**src/rtl/gctw_pkg.sv**
```systemverilog
// ----------------------------------------------------------------------------
// gctw_pkg: shared types, constants and tables
// Stage payloads, calendar constants and small lookup functions used by the
// GPS calendar to week / time-of-week pipeline.
// ----------------------------------------------------------------------------
package gctw_pkg;

  // Field widths
  localparam int YEAR_W   = 12;
  localparam int MONTH_W  = 4;
  localparam int DAY_W    = 5;
  localparam int HOUR_W   = 5;
  localparam int MINUTE_W = 6;
  localparam int MILLIS_W = 16;
  localparam int WEEK_W   = 14;
  localparam int TOW_W    = 30;

  // Internal widths
  localparam int EPD_W   = 20;  // days since epoch, covers year 4095
  localparam int TOD_W   = 27;  // time of day in ms, below 86401000
  localparam int DIY_W   = 9;   // day within year, up to 366
  localparam int WQ_W    = 18;  // quotient of days / 7
  localparam int Q100_W  = 6;   // year / 100
  localparam int LEAP_W  = 11;  // leap year count, with headroom

  // Default year limit
  localparam int MAX_YEAR_DEF = 2235;

  // Calendar constants
  localparam logic [YEAR_W-1:0]   EPOCH_YEAR  = 12'd1980;
  localparam logic [MILLIS_W-1:0] MS_LIMIT    = 16'd61000;
  localparam logic [LEAP_W-1:0]   LEAPS_EPOCH = 11'd479;  // leap years in 1..1979
  localparam logic [EPD_W-1:0]    EPOCH_DAY   = 20'd6;    // 1980-01-06 is day zero
  localparam logic [EPD_W-1:0]    DAYS_YEAR   = 20'd365;
  localparam logic [MONTH_W-1:0]  MONTH_DEC   = 4'd12;
  localparam logic [MONTH_W-1:0]  MONTH_FEB   = 4'd2;
  localparam logic [HOUR_W-1:0]   HOUR_MAX    = 5'd23;
  localparam logic [MINUTE_W-1:0] MINUTE_MAX  = 6'd59;

  localparam logic [TOD_W-1:0] MS_PER_HOUR = 27'd3600000;
  localparam logic [TOD_W-1:0] MS_PER_MIN  = 27'd60000;

  // Reciprocal constants: x / 100 = (x * 5243) >> 19 for x below 4096,
  // x / 7 = (x * 1198373) >> 23 for x below 2^21.
  localparam int                DIV100_SHIFT = 19;
  localparam logic [12:0]       DIV100_MUL   = 13'd5243;
  localparam logic [6:0]        HUNDRED      = 7'd100;
  localparam int                DIV7_SHIFT   = 23;
  localparam int                DIV7_MUL_W   = 21;
  localparam logic [DIV7_MUL_W-1:0] DIV7_MUL = 21'd1198373;
  localparam int                PROD7_W      = EPD_W + DIV7_MUL_W;
  localparam logic [EPD_W-1:0]  SEVEN        = 20'd7;

  // Stage 1: checked and decoded beat
  typedef struct packed {
    logic                ok;
    logic [YEAR_W-1:0]   yoff;    // year - 1980
    logic [YEAR_W-3:0]   nq4;     // (year - 1) / 4
    logic [Q100_W-1:0]   qn;      // (year - 1) / 100
    logic                leap;
    logic [MONTH_W-1:0]  month;
    logic [DAY_W-1:0]    day;
    logic [HOUR_W-1:0]   hour;
    logic [MINUTE_W-1:0] minute;
    logic [MILLIS_W-1:0] millis;
  } chk_t;

  // Stage 2: day parts and time of day
  typedef struct packed {
    logic             ok;
    logic [EPD_W-1:0] days_year;
    logic [DIY_W-1:0] diy;
    logic [TOD_W-1:0] tod;
  } span_t;

  // Stage 3: day of epoch
  typedef struct packed {
    logic             ok;
    logic [EPD_W-1:0] epd;
    logic [TOD_W-1:0] tod;
  } epd_t;

  // Stage 4: week quotient
  typedef struct packed {
    logic             ok;
    logic [EPD_W-1:0] epd;
    logic [WQ_W-1:0]  week;
    logic [TOD_W-1:0] tod;
  } wq_t;

  // Days before the first of a month in a common year
  function automatic logic [DIY_W-1:0] cum_days(input logic [MONTH_W-1:0] month);
    logic [DIY_W-1:0] d;
    case (month)
      4'd1:    d = 9'd0;
      4'd2:    d = 9'd31;
      4'd3:    d = 9'd59;
      4'd4:    d = 9'd90;
      4'd5:    d = 9'd120;
      4'd6:    d = 9'd151;
      4'd7:    d = 9'd181;
      4'd8:    d = 9'd212;
      4'd9:    d = 9'd243;
      4'd10:   d = 9'd273;
      4'd11:   d = 9'd304;
      4'd12:   d = 9'd334;
      default: d = 9'd0;
    endcase
    return d;
  endfunction

  // Milliseconds at the start of a day of week
  function automatic logic [TOW_W-1:0] dow_ms(input logic [2:0] dow);
    logic [TOW_W-1:0] m;
    case (dow)
      3'd0:    m = 30'd0;
      3'd1:    m = 30'd86400000;
      3'd2:    m = 30'd172800000;
      3'd3:    m = 30'd259200000;
      3'd4:    m = 30'd345600000;
      3'd5:    m = 30'd432000000;
      3'd6:    m = 30'd518400000;
      default: m = 30'd0;
    endcase
    return m;
  endfunction

endpackage

```
**src/rtl/gctw_if.sv**
```systemverilog
// ----------------------------------------------------------------------------
// gctw_if: stream channels
// Valid/ready channels for calendar beats in and week/time-of-week beats out.
// ----------------------------------------------------------------------------
interface gctw_in_if;
  import gctw_pkg::*;

  logic                valid;
  logic                ready;
  logic [YEAR_W-1:0]   cal_year;
  logic [MONTH_W-1:0]  cal_month;
  logic [DAY_W-1:0]    cal_day;
  logic [HOUR_W-1:0]   cal_hour;
  logic [MINUTE_W-1:0] cal_minute;
  logic [MILLIS_W-1:0] cal_millis;

  modport source (output valid, cal_year, cal_month, cal_day, cal_hour, cal_minute,
                  cal_millis, input ready);
  modport sink (input valid, cal_year, cal_month, cal_day, cal_hour, cal_minute,
                cal_millis, output ready);
endinterface

interface gctw_out_if;
  import gctw_pkg::*;

  logic              valid;
  logic              ready;
  logic              time_valid;
  logic [WEEK_W-1:0] week_number;
  logic [TOW_W-1:0]  week_millis;

  modport source (output valid, time_valid, week_number, week_millis, input ready);
  modport sink (input valid, time_valid, week_number, week_millis, output ready);
endinterface

```
**src/rtl/gctw_decode.sv**
```systemverilog
// ----------------------------------------------------------------------------
// gctw_decode: range checks and year decode (stage 1)
// Checks every field, and splits the year into the quotients needed for the
// leap year count and the leap flag of the year itself.
// ----------------------------------------------------------------------------
module gctw_decode #(
  parameter int MAX_YEAR = gctw_pkg::MAX_YEAR_DEF
) (
  input  logic           clk,
  input  logic           rst_n,
  gctw_in_if.sink        in_if,
  output logic           dn_valid,
  output gctw_pkg::chk_t dn_data,
  input  logic           dn_ready
);
  import gctw_pkg::*;

  localparam logic [YEAR_W-1:0] YEAR_LIMIT = YEAR_W'(MAX_YEAR);

  logic                     valid_r;
  chk_t                     data_r;
  chk_t                     data_nxt;
  logic                     adv;
  logic [YEAR_W-1:0]        yprev;
  logic [YEAR_W+12:0]       prod_n;
  logic [YEAR_W+12:0]       prod_y;
  logic [Q100_W-1:0]        qy;
  logic                     div100;
  logic                     range_ok;

  // Advance when the stage is empty or its beat moves on
  assign adv         = !valid_r || dn_ready;
  assign in_if.ready = adv;

  // Decode the year and check ranges
  always_comb begin
    yprev    = in_if.cal_year - YEAR_W'(1);
    prod_n   = (YEAR_W+13)'(yprev) * (YEAR_W+13)'(DIV100_MUL);
    prod_y   = (YEAR_W+13)'(in_if.cal_year) * (YEAR_W+13)'(DIV100_MUL);
    qy       = prod_y[DIV100_SHIFT +: Q100_W];
    div100   = (in_if.cal_year == YEAR_W'(qy) * YEAR_W'(HUNDRED));
    range_ok = (in_if.cal_year >= EPOCH_YEAR) && (in_if.cal_year <= YEAR_LIMIT) &&
               (in_if.cal_month != '0) && (in_if.cal_month <= MONTH_DEC) &&
               (in_if.cal_day != '0) && (in_if.cal_hour <= HOUR_MAX) &&
               (in_if.cal_minute <= MINUTE_MAX) && (in_if.cal_millis < MS_LIMIT);

    data_nxt.ok     = range_ok;
    data_nxt.yoff   = in_if.cal_year - EPOCH_YEAR;
    data_nxt.nq4    = yprev[YEAR_W-1:2];
    data_nxt.qn     = prod_n[DIV100_SHIFT +: Q100_W];
    data_nxt.leap   = ((in_if.cal_year[1:0] == 2'b00) && !div100) ||
                      (div100 && (qy[1:0] == 2'b00));
    data_nxt.month  = in_if.cal_month;
    data_nxt.day    = in_if.cal_day;
    data_nxt.hour   = in_if.cal_hour;
    data_nxt.minute = in_if.cal_minute;
    data_nxt.millis = in_if.cal_millis;
  end

  // Hold valid state
  always_ff @(posedge clk) begin
    if (!rst_n) begin
      valid_r <= 1'b0;
    end else if (adv) begin
      valid_r <= in_if.valid;
    end
  end

  // Load the payload
  always_ff @(posedge clk) begin
    if (adv) begin
      data_r <= data_nxt;
    end
  end

  assign dn_valid = valid_r;
  assign dn_data  = data_r;

endmodule

```
**src/rtl/gctw_days.sv**
```systemverilog
// ----------------------------------------------------------------------------
// gctw_days: day count since the GPS epoch (stages 2 and 3)
// Adds whole years, leap days, months and day of month, then shifts the count
// to GPS day zero and rejects dates before it.
// ----------------------------------------------------------------------------
module gctw_days (
  input  logic           clk,
  input  logic           rst_n,
  input  logic           up_valid,
  input  gctw_pkg::chk_t up_data,
  output logic           up_ready,
  output logic           dn_valid,
  output gctw_pkg::epd_t dn_data,
  input  logic           dn_ready
);
  import gctw_pkg::*;

  logic             s2_valid_r;
  span_t            s2_r;
  span_t            s2_nxt;
  logic             s3_valid_r;
  epd_t             s3_r;
  epd_t             s3_nxt;
  logic             adv2;
  logic             adv3;
  logic [LEAP_W-1:0] leaps;
  logic [EPD_W-1:0]  total;

  // Ready chain
  assign adv3     = !s3_valid_r || dn_ready;
  assign adv2     = !s2_valid_r || adv3;
  assign up_ready = adv2;

  // Stage 2: years, months and time of day
  always_comb begin
    leaps = LEAP_W'(up_data.nq4) - LEAP_W'(up_data.qn) +
            LEAP_W'(up_data.qn[Q100_W-1:2]) - LEAPS_EPOCH;
    s2_nxt.ok        = up_data.ok;
    s2_nxt.days_year = EPD_W'(up_data.yoff) * DAYS_YEAR + EPD_W'(leaps);
    s2_nxt.diy       = cum_days(up_data.month) +
                       DIY_W'(up_data.leap && (up_data.month > MONTH_FEB)) +
                       DIY_W'(up_data.day);
    s2_nxt.tod       = TOD_W'(up_data.hour) * MS_PER_HOUR +
                       TOD_W'(up_data.minute) * MS_PER_MIN +
                       TOD_W'(up_data.millis);
  end

  // Stage 3: total days, drop dates before day zero
  always_comb begin
    total      = s2_r.days_year + EPD_W'(s2_r.diy);
    s3_nxt.ok  = s2_r.ok && (total >= EPOCH_DAY);
    s3_nxt.epd = total - EPOCH_DAY;
    s3_nxt.tod = s2_r.tod;
  end

  // Hold valid state
  always_ff @(posedge clk) begin
    if (!rst_n) begin
      s2_valid_r <= 1'b0;
      s3_valid_r <= 1'b0;
    end else begin
      if (adv2) begin
        s2_valid_r <= up_valid;
      end
      if (adv3) begin
        s3_valid_r <= s2_valid_r;
      end
    end
  end

  // Load payloads
  always_ff @(posedge clk) begin
    if (adv2) begin
      s2_r <= s2_nxt;
    end
    if (adv3) begin
      s3_r <= s3_nxt;
    end
  end

  assign dn_valid = s3_valid_r;
  assign dn_data  = s3_r;

endmodule

```
**src/rtl/gctw_tow.sv**
```systemverilog
// ----------------------------------------------------------------------------
// gctw_tow: week number and time of week (stages 4 and 5)
// Divides the day count by seven through a reciprocal multiply, then builds
// the time of week and drives the result channel from its output register.
// ----------------------------------------------------------------------------
module gctw_tow (
  input  logic           clk,
  input  logic           rst_n,
  input  logic           up_valid,
  input  gctw_pkg::epd_t up_data,
  output logic           up_ready,
  gctw_out_if.source     out_if
);
  import gctw_pkg::*;

  logic               s4_valid_r;
  wq_t                s4_r;
  wq_t                s4_nxt;
  logic               out_valid_r;
  logic               ok_r;
  logic [WEEK_W-1:0]  week_r;
  logic [TOW_W-1:0]   tow_r;
  logic [WEEK_W-1:0]  week_nxt;
  logic [TOW_W-1:0]   tow_nxt;
  logic               adv4;
  logic               adv5;
  logic [PROD7_W-1:0] prod;
  logic [EPD_W-1:0]   rem;

  // Ready chain
  assign adv5     = !out_valid_r || out_if.ready;
  assign adv4     = !s4_valid_r || adv5;
  assign up_ready = adv4;

  // Stage 4: days / 7 by reciprocal
  always_comb begin
    prod        = PROD7_W'(up_data.epd) * PROD7_W'(DIV7_MUL);
    s4_nxt.ok   = up_data.ok;
    s4_nxt.epd  = up_data.epd;
    s4_nxt.week = prod[DIV7_SHIFT +: WQ_W];
    s4_nxt.tod  = up_data.tod;
  end

  // Stage 5: day of week and time of week, zero when rejected
  always_comb begin
    rem = s4_r.epd - EPD_W'(s4_r.week) * SEVEN;
    if (s4_r.ok) begin
      week_nxt = s4_r.week[WEEK_W-1:0];
      tow_nxt  = dow_ms(rem[2:0]) + TOW_W'(s4_r.tod);
    end else begin
      week_nxt = '0;
      tow_nxt  = '0;
    end
  end

  // Hold valid state
  always_ff @(posedge clk) begin
    if (!rst_n) begin
      s4_valid_r  <= 1'b0;
      out_valid_r <= 1'b0;
    end else begin
      if (adv4) begin
        s4_valid_r <= up_valid;
      end
      if (adv5) begin
        out_valid_r <= s4_valid_r;
      end
    end
  end

  // Load payloads
  always_ff @(posedge clk) begin
    if (adv4) begin
      s4_r <= s4_nxt;
    end
    if (adv5) begin
      ok_r   <= s4_r.ok;
      week_r <= week_nxt;
      tow_r  <= tow_nxt;
    end
  end

  assign out_if.valid       = out_valid_r;
  assign out_if.time_valid  = ok_r;
  assign out_if.week_number = week_r;
  assign out_if.week_millis = tow_r;

endmodule

```
**src/rtl/gps_calendar_to_week_tow_core.sv**
```systemverilog
// ----------------------------------------------------------------------------
// gps_calendar_to_week_tow_core: GPS calendar date to week and time of week
// Takes a date and time of day in GPS time, returns GPS week number and time
// of week in milliseconds, with a flag for beats that failed any check.
//
// Usage:
//   in_if  carries one calendar beat (year, month, day, hour, minute, ms).
//   out_if carries one result beat per input beat, in order: time_valid,
//          week_number and week_millis; rejected beats come out with zeros.
//   Both channels use valid/ready; a beat moves when both are high.
//   A result passes through five register stages: checks, day parts,
//   epoch day, divide by seven, output.
//   Throughput is one beat per cycle while out_if.ready stays high; each
//   stage has its own valid bit and a stage loads whenever it is empty or
//   its beat moves on.
//   When the receiver stalls, beats pack into the empty stages; in_if.ready
//   drops only once all five stages hold a beat. Nothing is lost or repeated.
//   Reset (rst_n low, synchronous) empties every stage; payload is not reset.
// ----------------------------------------------------------------------------
module gps_calendar_to_week_tow_core #(
  parameter int MAX_YEAR = gctw_pkg::MAX_YEAR_DEF
) (
  input  logic       clk,
  input  logic       rst_n,
  gctw_in_if.sink    in_if,
  gctw_out_if.source out_if
);
  import gctw_pkg::*;

  logic  chk_valid;
  chk_t  chk_data;
  logic  chk_ready;
  logic  epd_valid;
  epd_t  epd_data;
  logic  epd_ready;

  // Stage 1: checks and year decode
  gctw_decode #(
    .MAX_YEAR (MAX_YEAR)
  ) u_decode (
    .clk      (clk),
    .rst_n    (rst_n),
    .in_if    (in_if),
    .dn_valid (chk_valid),
    .dn_data  (chk_data),
    .dn_ready (chk_ready)
  );

  // Stages 2 and 3: day count since epoch
  gctw_days u_days (
    .clk      (clk),
    .rst_n    (rst_n),
    .up_valid (chk_valid),
    .up_data  (chk_data),
    .up_ready (chk_ready),
    .dn_valid (epd_valid),
    .dn_data  (epd_data),
    .dn_ready (epd_ready)
  );

  // Stages 4 and 5: week, time of week, output register
  gctw_tow u_tow (
    .clk      (clk),
    .rst_n    (rst_n),
    .up_valid (epd_valid),
    .up_data  (epd_data),
    .up_ready (epd_ready),
    .out_if   (out_if)
  );

  // Rejected beats carry zero payload
  a_zero_on_reject: assert property (@(posedge clk) disable iff (!rst_n)
    out_if.valid && !out_if.time_valid |-> (out_if.week_number == '0) &&
                                           (out_if.week_millis == '0))
    else $error("rejected beat with nonzero payload");

  // Time of week stays inside one week plus a leap second
  a_tow_range: assert property (@(posedge clk) disable iff (!rst_n)
    out_if.valid && out_if.time_valid |-> out_if.week_millis < 30'd604801000)
    else $error("time of week out of range");

  // Input backpressure only when the output is blocked
  a_ready_full: assert property (@(posedge clk) disable iff (!rst_n)
    !in_if.ready |-> out_if.valid && !out_if.ready)
    else $error("input stalled while output is free");

  // The first stage accepts after reset
  a_ready_reset: assert property (@(posedge clk)
    !rst_n |=> in_if.ready)
    else $error("input not ready after reset");

endmodule

```
**src/flat_wrapper.sv**
```systemverilog
// flat-port wrapper written by rule: the top's interface ports become plain ports
module gps_calendar_to_week_tow_core_flat import gctw_pkg::*;
#(
  parameter int MAX_YEAR = gctw_pkg::MAX_YEAR_DEF
)
  (clk, rst_n, in_if_valid, in_if_cal_year, in_if_cal_month, in_if_cal_day, in_if_cal_hour, in_if_cal_minute, in_if_cal_millis, in_if_ready, out_if_valid, out_if_time_valid, out_if_week_number, out_if_week_millis, out_if_ready);
  gctw_in_if in_if_i ();
  gctw_out_if out_if_i ();
  input  logic clk;
  input  logic rst_n;
  input wire logic [$bits(in_if_i.valid)-1:0] in_if_valid;
  input wire logic [$bits(in_if_i.cal_year)-1:0] in_if_cal_year;
  input wire logic [$bits(in_if_i.cal_month)-1:0] in_if_cal_month;
  input wire logic [$bits(in_if_i.cal_day)-1:0] in_if_cal_day;
  input wire logic [$bits(in_if_i.cal_hour)-1:0] in_if_cal_hour;
  input wire logic [$bits(in_if_i.cal_minute)-1:0] in_if_cal_minute;
  input wire logic [$bits(in_if_i.cal_millis)-1:0] in_if_cal_millis;
  output wire logic [$bits(in_if_i.ready)-1:0] in_if_ready;
  output wire logic [$bits(out_if_i.valid)-1:0] out_if_valid;
  output wire logic [$bits(out_if_i.time_valid)-1:0] out_if_time_valid;
  output wire logic [$bits(out_if_i.week_number)-1:0] out_if_week_number;
  output wire logic [$bits(out_if_i.week_millis)-1:0] out_if_week_millis;
  input wire logic [$bits(out_if_i.ready)-1:0] out_if_ready;
  assign in_if_i.valid = in_if_valid;
  assign in_if_i.cal_year = in_if_cal_year;
  assign in_if_i.cal_month = in_if_cal_month;
  assign in_if_i.cal_day = in_if_cal_day;
  assign in_if_i.cal_hour = in_if_cal_hour;
  assign in_if_i.cal_minute = in_if_cal_minute;
  assign in_if_i.cal_millis = in_if_cal_millis;
  assign in_if_ready = in_if_i.ready;
  assign out_if_valid = out_if_i.valid;
  assign out_if_time_valid = out_if_i.time_valid;
  assign out_if_week_number = out_if_i.week_number;
  assign out_if_week_millis = out_if_i.week_millis;
  assign out_if_i.ready = out_if_ready;
  gps_calendar_to_week_tow_core #(.MAX_YEAR(MAX_YEAR)) u_core (.clk(clk), .rst_n(rst_n), .in_if(in_if_i), .out_if(out_if_i));
endmodule
```
**config.mk**
```make
export PLATFORM = sky130hd
export DESIGN_NAME = gps_calendar_to_week_tow_core_flat
export DESIGN_NICKNAME = d
export VERILOG_FILES = /design/src/rtl/gctw_pkg.sv /design/src/rtl/gctw_if.sv /design/src/rtl/gctw_decode.sv /design/src/rtl/gctw_days.sv /design/src/rtl/gctw_tow.sv /design/src/rtl/gps_calendar_to_week_tow_core.sv /design/src/flat_wrapper.sv
export SDC_FILE = /design/constraint.sdc
export NUM_CORES = 1
export LEC_CHECK = 0
export ABC_AREA = 1
export BUFFER_PORTS_ARGS = -buffer_cell sky130_fd_sc_hd__buf_2
export CAP_MARGIN = 0
export CORE_UTILIZATION = 65
export DETAILED_ROUTE_END_ITERATION = 10
export PLACE_DENSITY = 0.91
export SLEW_MARGIN = 20
export SYNTH_ARGS = -nofsm -noshare
export SYNTH_HDL_FRONTEND = slang
export SYNTH_SLANG_ARGS = --single-unit
export TNS_END_PERCENT = 20
```
**constraint.sdc**
```tcl
create_clock -name clk -period 10.2 [get_ports clk]
set_input_delay 2.55 -clock clk [delete_from_list [all_inputs] [get_ports clk]]
set_output_delay 2.55 -clock clk [all_outputs]
set_load 0.05 [all_outputs]
```
==> run summary <==
# rows = 77
post-synthesis compound-gate area fraction = 0.0751
adder-cell share of the synthesized area = 0.397
critical path type = in2reg
DIE AREA = 46,500 um^2
top cell type's share of synthesized area = 0.264
commonest cells in the netlist = 674 x inv_1, 548 x ha_1, 449 x nand2_1
CP Buf/Inv Count = 6
Worst EP arrival = 9.65 ns
pins over their slew limit = 0
layout cells sized above 1 = 0.0569
Post-synth EDFFs = 261
placer congestion estimate = 0.950
total routed wirelength = 68,600 um
Reg area = 8120 um^2
area of the multi-input gates = 19,000 um^2
nature of the critical path startpoint = input pin
RSZ-0062 raised after global routing = no
Clock Tree Buf Depth = 3
PortBufs = 98
Synth Flop Type = edfxtp_1
Rel. slew slack = 0.332
Critical Path Fanout Max = 8
Final Hold Fails = 0
vias per std cell = 5.76
IO Pins = 99
violated checks = design-rule violations
hold crit path type = reg2reg
synthesized net count = 3,996
Async SR Flop Fraction = 0
First-pass DRT Iterations = 11
Seq/Total Area, Yosys = 0.273
largest area contributor in the netlist = edfxtp_1
min Tclk post-route = 9.32 ns
post-synthesis xor/xnor area fraction = 0.0474
Worst path top cell family by delay = adder cells
slowest stage cell on the critical path = fa_1
DR WL/cell = 17.6 um
most common cell in the netlist = inv_1
drc violations = 3
maxcap violations = 0
fillers = 3,032
DP Cell Count = 3,839
Synth Register Bits = 275
status = complete, but fails checks
pre-CTS setup slack = 0.327 ns
mux contribution to synthesized area = 0
Synth Cell Area = 29,700 um^2
post-CTS setup buffers = 0
crit-path max cell delay = 0.61 ns
top post-synthesis cells by area = edfxtp_1 26%, ha_1 23%, fa_1 17%
Synth Warn # = 0
Synth Area in Simple Gates = 0.121
clk slew on worst S/H paths = 0.07 ns
PostCTS Resize Cnt = 0
Max Freq = 107 MHz
final net count = 4,126
Hold Buf Count CTS = 0
fin crit share = 0.914
# clock sinks = 275
CTS H-tree depth = 1
final setup violation count = 0
global-route wire length before repair = 113,000 um
die extent in x = 216 um
crit-path most repeated cell = nand2_1
setup TNS = 0 ns
pin count of the biggest net entering global routing = 74
Tightest Pin Transition = 1.00 ns
Mapped Cells = 3,149
Starting Density = 0.666
global-route usage over all layers = 0.301
GRT Residual Overflow = 0
Final HPWL DP = 55,100 um
WP data required = 10.54 ns
via count = 22,441
Area Overhead vs Synth = 7.69%
TritonCTS Buffers = 30
DRT iter0 DRCs = 1,635
post-route antenna net violation count = 0
initial antenna violation count = 3
largest family of logic cells by synthesized area = adder cells
Netlist cell types = 50
Min Hold Slack = 0.412 ns
Clock Latency Late Sink = 0.60 ns
CP endpoint kind = flip-flop
Die Ht = 216 um
final cell count without fillers = 3,898
TritonCTS clock tree = done
final clock skew = 0.0252 ns
Root Buffer = clkbuf_16
number of global-route vias before repair = 23,555
syn_area_per_cell = 9.43 um^2
Core Region = 44,600 um^2
PnR worst setup slack = 0.882 ns
-- final timing paths --
kind / start / to / slack [ns] / cells past startpoint
worst max-delay path: in_if_cal_year[6] / u_core.u_decode.dn_data[36] / 0.88 / 35
worst max register to register: u_core.u_days.dn_data[44] / u_core.u_tow.s4_r[35] / 4.44 / 16
worst min register to register: u_core.u_days.s2_r[0] / u_core.u_days.dn_data[0] / 0.41 / 0
worst min-delay path: u_core.u_days.s2_r[0] / u_core.u_days.dn_data[0] / 0.41 / 0
-- state kept, by name, summed over array words and instances, names as in the netlist, 14 cells and up, named ones only --
register	cells
u_core.u_tow.s4_r	45
u_core.u_decode.dn_data	66
u_core.u_days.dn_data	48
u_core.u_days.s2_r	57
u_core.u_tow.out_if.week_number	14
u_core.u_tow.out_if.week_millis	30
-- area by class of cell --
cell class                      instances  share of cell area
Tap cell                              592              0.0232
Inverter                              675              0.0793
Sequential cell                       275               0.254
Multi-Input combinational cell       2193               0.595
Timing Repair Buffer                  104              0.0167
Antenna cell                            3            0.000235
Clock buffer                           34              0.0243
Clock inverter                         22             0.00739
-- layer usage --
layer	routed length, um	global-route usage	vias to the layer above
li1	-	-	10611
met5	16	0	-
met2	35000	0.551	940
met3	3840	0.0366	274
met4	3410	0.145	2
met1	26300	0.347	10614
-- worst register-to-register path, stage by stage (launching register included) --
cell and delay [ns]:
edfxtp_1 0.46, ha_1 0.25, fa_1 0.49, inv_1 0.05
fa_1 0.51, inv_1 0.06, fa_1 0.54, fa_1 0.46
fa_1 0.63, fa_1 0.45, ha_1 0.37, a21o_1 0.22
a31oi_1 0.26, o21ai_0 0.16, a21oi_1 0.30, o21ai_0 0.15
xor2_1 0.16
-- cells in the final DEF, fill, tap and decap left out, drive strengths merged, types with 9 or more instances in the layout --
cell,netlist,routed
inv,675,678
ha,548,548
nand2,457,457
edfxtp,261,261
fa,247,247
a21oi,208,208
nor2,169,169
o21ai,117,117
nand3,117,117
xor2,113,113
buf,2,104
xnor2,46,46
nand4,39,39
clkbuf,4,34
nor3,28,28
a21o,15,15
dfxtp,14,14
clkinv,0,13
o21bai,10,10
a31oi,10,10
o21a,9,9
-- through the flow --
stage                util  area [um^2]
floorplan               -        29700
global placement    0.694        31000
detailed placement  0.694        31000
CTS                 0.717        32000
global route        0.717        32000
finish              0.717        32000
-- kinds of logic after synthesis --
| family | after synthesis |
|---|---|
| AND/OR/NAND/NOR | 834 |
| adder cells (fa/ha/maj) | 795 |
| buffers and inverters | 681 |
| AO/OA/AOI/OAI | 405 |
| flip-flops | 275 |
| XOR/XNOR | 159 |
Power is left out: the tool's default activity adds up to more than one toggle a clock period on the data nets, which glitch-free logic cannot reach.
